`config.mk`:
```
export PLATFORM = sky130hd
export DESIGN_NAME = rbds_div
export DESIGN_NICKNAME = d
export VERILOG_FILES = /design/src/rtl/rbds_pkg.sv /design/src/rtl/rbds_div.sv
export SDC_FILE = /design/constraint.sdc
export NUM_CORES = 1
export LEC_CHECK = 0
export ABC_AREA = 1
export BUFFER_PORTS_ARGS = -buffer_cell sky130_fd_sc_hd__buf_2
export CORE_MARGIN = 3
export CORE_UTILIZATION = 54
export DETAILED_ROUTE_END_ITERATION = 8
export PLACE_DENSITY_LB_ADDON = 0.3
export SYNTH_ARGS = -nofsm -noshare
export SYNTH_HDL_FRONTEND = slang
export SYNTH_SLANG_ARGS = --single-unit
```
`constraint.sdc`:
```
create_clock -name clk -period 3.2 [get_ports clk]
set_input_delay 0.16 -clock clk [delete_from_list [all_inputs] [get_ports clk]]
set_output_delay 0.16 -clock clk [all_outputs]
set_load 0.01 [all_outputs]
```
`src/rtl/rbds_pkg.sv`:
```
// Shared types and constants for the RGBA box-filter downsampler.
// No dependencies; rbds_div and the top level use this package.
package rbds_pkg;

  localparam int PIX_W   = 32;
  localparam int CH_W    = 8;
  localparam int NUM_CH  = 4;
  localparam int BLK_REG_W = 5;
  localparam int WID_REG_W = 13;
  localparam int CFG_IDX_W = 2;
  localparam int CFG_DATA_W = 13;

  localparam logic [CFG_IDX_W-1:0] CFG_OVERSAMPLE = 2'd0;
  localparam logic [CFG_IDX_W-1:0] CFG_BLOCK_SIZE = 2'd1;
  localparam logic [CFG_IDX_W-1:0] CFG_OUT_WIDTH  = 2'd2;

  localparam logic [BLK_REG_W-1:0] BLOCK_RESET = 5'd2;
  localparam logic [WID_REG_W-1:0] WIDTH_RESET = 13'd1024;

  typedef enum logic [1:0] {
    ST_IDLE,
    ST_RMW,
    ST_DIV
  } state_t;

endpackage

```
`src/rtl/rbds_div.sv`:
```
// Four-lane restoring divider, one quotient bit per cycle, 8-bit quotients.
// Uses rbds_pkg for channel count and width.
module rbds_div #(
  parameter int SUM_W = 16,
  parameter int N_W   = 10
) (
  input  logic                                 clk,
  input  logic                                 rst,
  input  logic                                 start,
  input  logic [rbds_pkg::NUM_CH*SUM_W-1:0]    sums,
  input  logic [N_W-1:0]                       divisor,
  output logic                                 done,
  output logic [rbds_pkg::NUM_CH*rbds_pkg::CH_W-1:0] quot
);

  localparam int WIDE_W = SUM_W + rbds_pkg::CH_W;

  logic [SUM_W-1:0] rem [rbds_pkg::NUM_CH];
  logic [N_W-1:0]   dvs;
  logic [2:0]       bitpos;
  logic             busy;
  logic [WIDE_W-1:0] shifted;

  assign shifted = WIDE_W'(dvs) << bitpos;

  always_ff @(posedge clk) begin
    if (rst) begin
      busy <= 1'b0;
      done <= 1'b0;
      bitpos <= 3'd7;
    end else begin
      done <= busy && (bitpos == 3'd0);
      if (start) begin
        busy <= 1'b1;
        bitpos <= 3'd7;
      end else if (busy) begin
        bitpos <= bitpos - 3'd1;
        if (bitpos == 3'd0) begin
          busy <= 1'b0;
        end
      end
    end
  end

  always_ff @(posedge clk) begin
    if (start) begin
      dvs <= divisor;
      for (int c = 0; c < rbds_pkg::NUM_CH; c++) begin
        rem[c] <= sums[c*SUM_W +: SUM_W];
      end
    end else if (busy) begin
      for (int c = 0; c < rbds_pkg::NUM_CH; c++) begin
        if (WIDE_W'(rem[c]) >= shifted) begin
          rem[c] <= rem[c] - shifted[SUM_W-1:0];
          quot[c*rbds_pkg::CH_W + 32'(bitpos)] <= 1'b1;
        end else begin
          quot[c*rbds_pkg::CH_W + 32'(bitpos)] <= 1'b0;
        end
      end
    end
  end

endmodule

```
==> results of run 1 <==
## report_power, final
group / total (mW) / leakage [nW] / switching, mW / internal (mW)
Sequential: 1.79 / 1.06 / 0.0565 / 1.73
Combinational: 1.88 / 4.44 / 1.19 / 0.685
Clock: 1.23 / 0.157 / 0.598 / 0.633
## kinds of logic after synthesis
logic type	after synthesis	share of synthesized area [%]
simple gates	803	37.71
buf+inv	220	9.926
flops	111	36.07
fa+ha+maj	70	9.953
compound gates	60	3.533
xor+xnor	28	2.694
mux	1	0.1100
## path summary, 6_finish.rpt
| path | from | to | slack (ns) | cells after the start |
|---|---|---|---|---|
| worst max register to register | bitpos[0]$_SDFFE_PP1P_ | rem[0][15]$_DFFE_PP_ | 0.18 | 15 |
| worst max-delay path | bitpos[0]$_SDFFE_PP1P_ | rem[0][15]$_DFFE_PP_ | 0.18 | 15 |
| worst min register to register | bitpos[1]$_SDFFE_PP1P_ | bitpos[1]$_SDFFE_PP1P_ | 0.57 | 2 |
| worst min-delay path | sums[42] | rem[2][10]$_DFFE_PP_ | 0.05 | 3 |
## routing by layer
metal,vias up,wire length (um)
met3,47,1802
met4,0,625
met2,314,11210
met5,-,0
li1,4394,-
met1,3839,10910
## metrics by stage
| step | utilization [%] | power [mW] | worst slack [ns] |
|---|---|---|---|
| 4_1_cts | 64.78 | 4.834 | 0.05328 |
| 3_5_place_dp | 62.12 | 3.597 | 0.07878 |
| 3_3_place_gp | 62.12 | 3.574 | 0.09126 |
| 6_report | 65.58 | 4.898 | 0.1805 |
| 2_1_floorplan | - | 3.112 | 0.05748 |
| 5_1_grt | 65.58 | 5.211 | 0.005735 |
## cell type report
cell class	count	area (um^2)	area share (%)
clock buffer	9	225.2	2.123
clock inverter	7	95.09	0.8965
tap	216	270.3	2.548
inverter	193	732.0	6.901
timing repair buffer	160	1031	9.720
multi-input combinational	962	4959	46.75
timing repair inverter	1	7.507	0.07078
sequential	111	3287	30.99
## critical path, cell delays in order (launching register included)
cell and delay [ns]:
dfxtp_1 0.35, buf_12 0.16, o21ai_0 0.26, o21ai_0 0.16, nand2_1 0.08, nand2_1 0.25
ha_1 0.46, nand2_2 0.09, nor2_2 0.16, nand2_1 0.09, nor2_1 0.10, nand2_1 0.08
nand3_4 0.16, nand2_1 0.07, nand2_1 0.10, buf_12 0.16
## cells in the mapped netlist (8+ instances only)
library cell | count | share of area, %
nand2_1 | 548 | 23
inv_1 | 191 | 7.9
nand3_1 | 117 | 6.4
edfxtp_1 | 106 | 35
nor2_1 | 69 | 2.8
ha_1 | 66 | 9.1
a21oi_1 | 35 | 1.9
xor2_1 | 24 | 2.3
nand2_2 | 17 | 1.2
o21ai_0 | 15 | 0.82
nand3b_1 | 14 | 1.2
buf_2 | 11 | 0.60
nand4_1 | 11 | 0.76
and2_1 | 8 | 0.55
## what timing repair did
item | 4_1_cts | 5_1_grt
setup endpoints to repair | 0 | 160
gates resized for setup | 0 | 23
buffers inserted | 0 | 9
hold endpoints to repair | 12 | 0
hold buffers | 11 | 0
==> impl_metrics.yaml, run 1 <==
cts:
  cts_root_buf: "clkbuf_16"
  htreeDepth: 3
  clock_latency_ns: 0.37
  clock_path_buffers: 2
  clk_pin_slew_ns: 0.09
  tritoncts: "yes"
  cts-buffers-inserted: 9
  cts.sinks: 111
run:
  maxCapViolCount: 0
critical_path:
  cp_max_fo: 16
  end_kind: "flop"
  crit_type: "reg2reg"
  cp.required_ns: 3.28
  worstSetupStartpointType: "flop"
  cp.arrival_ns: 3.10
place:
  dp.cells: 1622
  placed_area_um2: 10050
  io_buffer_count: 109
  hpwl_um: 19170
  gp_congestion: 0.9270
routing:
  vias_per_cell: 5.180
  drt-pass1-iter-count: 6
  routed_wl_um: 24550
  ant_nets: 0
  drtIter0Drc: 889
  wire_per_inst_um: 14.80
  drc: 0
  num_vias: 8594
grt:
  grt_util_met2_pct: 45.02
  grt_pass1_vias: 8001
  use_met1_pct: 37.16
  antenna_found_initial: 0
  grt_pass1_wl_um: 39270
  grtUsageMet3_pct: 4.367
  grt_max_degree: 22
  gr-max-usage-layer: "met2"
  overflow: 0
  track_usage_pct: 27.21
die:
  dieArea_um2: 18450
  core_um2: 16170
  io_pins: 110
  start_util_pct: 56.27
  die_width_um: 135.8
  fp.dieH_um: 135.8
  rows: 46
logic_synthesis:
  ys.flop_type: "edfxtp_1"
  seq_area_frac_synth_pct: 36.07
  synth_cell_type_count: 36
  syn_inst: 1293
  netlist_area_um2: 9101
  synthArstFlopShare_pct: 0
  ys_ff_latch: 111
  yosysWarnings: 0
  syn-num-nets: 1440
  synth_edf_count: 106
  synth.avg_cell_area_um2: 7.039
timing:
  hold_viol: 0
  rsz0062_at_grt: "no"
  worst_pin_slew_ns: 0.4481
  hold_ws_ns: 0.04809
  period_minus_slack_ns: 3.019
  fin_crit_sh_pct: 94.36
  setup_viol_count_final: 0
  clock.fmax_mhz: 331.2
  slew_violations: 0
  tns_ns: 0
  finalClockSkew_ns: 0.01025
  slew_headroom_pct: 70.01
cells_and_area:
  nets: 1585
  final_cell_mix: "nand2_1, inv_1, nand3_1, buf_2, edfxtp_1"
  design_area_um2: 10610
  drive_above_1_share_pct: 14.97
  diodes: 0
  fillers: 1393
  fin_cells: 1659
  final_common_cell: "nand2_1"
  area_growth_pct: 16.54
worst_hold_path:
  hold_class: "in2reg"
outcome:
  status: "finished clean"
power_and_ir_drop:
  irDropWorstVdd_mv: 0.3099
  power_density_nw_per_um2: 461.8
  leakage_nw: 5.664
(Power assumes the default switching activity.)
==> run 2, diff against run 1 <==
--- a/config.mk
+++ b/config.mk
@@ -8,7 +8,7 @@
 export ABC_AREA = 1
 export BUFFER_PORTS_ARGS = -buffer_cell sky130_fd_sc_hd__buf_2
 export CORE_MARGIN = 3
-export CORE_UTILIZATION = 54
+export CORE_UTILIZATION = 60
 export DETAILED_ROUTE_END_ITERATION = 8
 export PLACE_DENSITY_LB_ADDON = 0.3
 export SYNTH_ARGS = -nofsm -noshare
==> constraint.sdc (replaced) <==
create_clock -name clk -period 3.1 [get_ports clk]
set_input_delay 0.155 -clock clk [delete_from_list [all_inputs] [get_ports clk]]
set_output_delay 0.155 -clock clk [all_outputs]
set_load 0.01 [all_outputs]
==> run 2 against run 1 <==
Largest cell class unchanged. Register-to-register slack worse by 0.06 ns. Worst hold slack worse by 0.0064 ns. Via count is 2.2% higher. Clock power hardly changed. Fmax is 1.4% higher. Cell area is 0.30% higher. Critical path depth stayed put. Setup slack worse by 0.059 ns. Non-clock buffer count is 6 higher. Die area is 9.6% lower. First-iteration DRC count is 13% higher. Power is 3.0% higher.
==> impl_metrics.yaml, run 2 (same netlist as run 1, synthesis figures left out) <==
timing:
  rsz0062_at_grt: "yes"
  slew_violations: 0
  hold_viol: 0
  finalClockSkew_ns: 0.01280
  clock.fmax_mhz: 335.7
  fin_crit_sh_pct: 96.09
  slew_headroom_pct: 61.03
  worst_pin_slew_ns: 0.5839
  setup_viol_count_final: 0
  period_minus_slack_ns: 2.979
cts:
  htreeDepth: 3
  clock_path_buffers: 2
  cts_root_buf: "clkbuf_16"
  cts-buffers-inserted: 9
  clk_pin_slew_ns: 0.08
  tritoncts: "yes"
  clock_latency_ns: 0.37
  cts.sinks: 111
power_and_ir_drop:
  power_density_nw_per_um2: 474.3
  leakage_nw: 5.686
  irDropWorstVdd_mv: 0.3316
grt:
  overflow: 0
  antenna_found_initial: 0
  grt_pass1_vias: 8112
  grt_max_degree: 31
  track_usage_pct: 30.54
  grt_pass1_wl_um: 39740
critical_path:
  critPathBufInv: 3
  worstSetupStartpointType: "flop"
  cp.arrival_ns: 3.06
  cpMostUsedCell: "nand2_1"
  cp.required_ns: 3.18
  crit_chain: "buf_12, o21ai_0, o21ai_0, o22ai_1, inv_2, ha_2, nand2_1, nor2_1, nand2_1, nor2_1, nand2_1, nand3_4, nand2_1, nand2_2, buf_12"
  slowest_stage: "ha_2"
  end_kind: "flop"
  crit_type: "reg2reg"
  cp_top_family: "simple AND/OR/NAND/NOR gates"
  cp_max_fo: 16
  cpPeakStageDelay_ns: 0.41
die:
  fp.dieH_um: 129.2
  start_util_pct: 61.92
  io_pins: 110
  rows: 44
  dieArea_um2: 16680
  core_um2: 14700
  die_width_um: 129.2
routing:
  ant_nets: 0
  vias_per_cell: 5.375
  wire_per_inst_um: 15.60
  drt-pass1-iter-count: 5
  drtIter0Drc: 1003
  routed_wl_um: 25490
  num_vias: 8782
  drc: 0
worst_hold_path:
  hold_class: "in2reg"
cells_and_area:
  fin_cells: 1634
  area_growth_pct: 16.88
  final_common_cell: "nand2_1"
  diodes: 0
  drive_above_1_share_pct: 16.21
  nets: 1592
  fin_util_pct: 72.37
  final_cell_mix: "nand2_1, inv_1, nand3_1, buf_2, edfxtp_1"
  fillers: 1227
place:
  io_buffer_count: 109
  hpwl_um: 19470
  gp_congestion: 0.9861
  dp.cells: 1603
run:
  maxCapViolCount: 0
outcome:
  status: "finished clean"
## run 2: changes by cell type in the layout (fill, tap and decap cells not counted), moves of 2 or more
| cell | delta |
|---|---|
| buf_4 | +8 |
| nand2_1 | -7 |
| nand2_2 | +5 |
| buf_12 | -3 |
| clkinv_8 | +3 |
| nand2_4 | +3 |
| nor2_1 | -3 |
| o21ai_0 | -3 |
| o21ai_1 | +3 |
| dfxtp_2 | +2 |
| nor2_2 | +2 |
## run 2: what timing repair did
item,in CTS,in global routing
cloned,0,2
setup endpoints to repair,69,152
hold buffers,11,0
hold endpoints to repair,12,0
buffers inserted,0,2
resized for setup,2,36
## run 2: power by group
| group | internal, mW | switching [mW] |
|---|---|---|
| clock network | 0.581 | 0.641 |
| logic | 0.721 | 1.26 |
| registers | 1.79 | 0.0569 |
## run 2: routing by layer
metal	track usage, %	up-vias	part of all wire, %
li1	-	4400	-
met2	50.24	343	47
met1	40.93	3986	43
met3	4.287	53	6.8
met5	0	-	0
met4	12.17	0	3.1
## run 2: worst min-delay path, cell delays in order
cell	delay, ns
buf_2	0.08
nand2_1	0.04
nand2_1	0.04
## run 2: worst paths after layout
kind         slack [ns]  cells after the start             endpoint                    from
max                0.12                     15  rem[0][6]$_DFFE_PP_  bitpos[0]$_SDFFE_PP1P_
min reg2reg        0.65                      3      busy$_SDFF_PP0_         busy$_SDFF_PP0_
min                0.04                      3  rem[2][8]$_DFFE_PP_                sums[40]
max reg2reg        0.12                     15  rem[0][6]$_DFFE_PP_  bitpos[0]$_SDFFE_PP1P_
## run 2: area by class of cell
class	instances	area [um^2]	area share, %
multi-input cells	963	5025	47.24
flip-flops and latches	111	3286	30.89
repair buffers	166	1042	9.798
inverters	193	732.0	6.881
well taps	184	230.2	2.164
clock buffers	9	225.2	2.117
clock inverters	7	90.09	0.8469
repair inverters	1	7.507	0.07057
## run 2: metrics by stage
| stage | TNS (ns) | worst slack [ns] | instance area, um^2 | hold WS [ns] | power (mW) |
|---|---|---|---|---|---|
| CTS | 0 | 0.03648 | 10510 | 0.03716 | 4.978 |
| global route | -0.6467 | -0.03559 | 10640 | 0.04420 | 5.351 |
| global placement | -0.5143 | -0.03309 | 10080 | 0.3312 | 3.717 |
| finish | 0 | 0.1212 | 10640 | 0.04170 | 5.046 |
| detailed placement | -2.029 | -0.1039 | 10080 | 0.3331 | 3.754 |
| floorplan | 0 | 0.1196 | 9111 | 0.2241 | 3.214 |
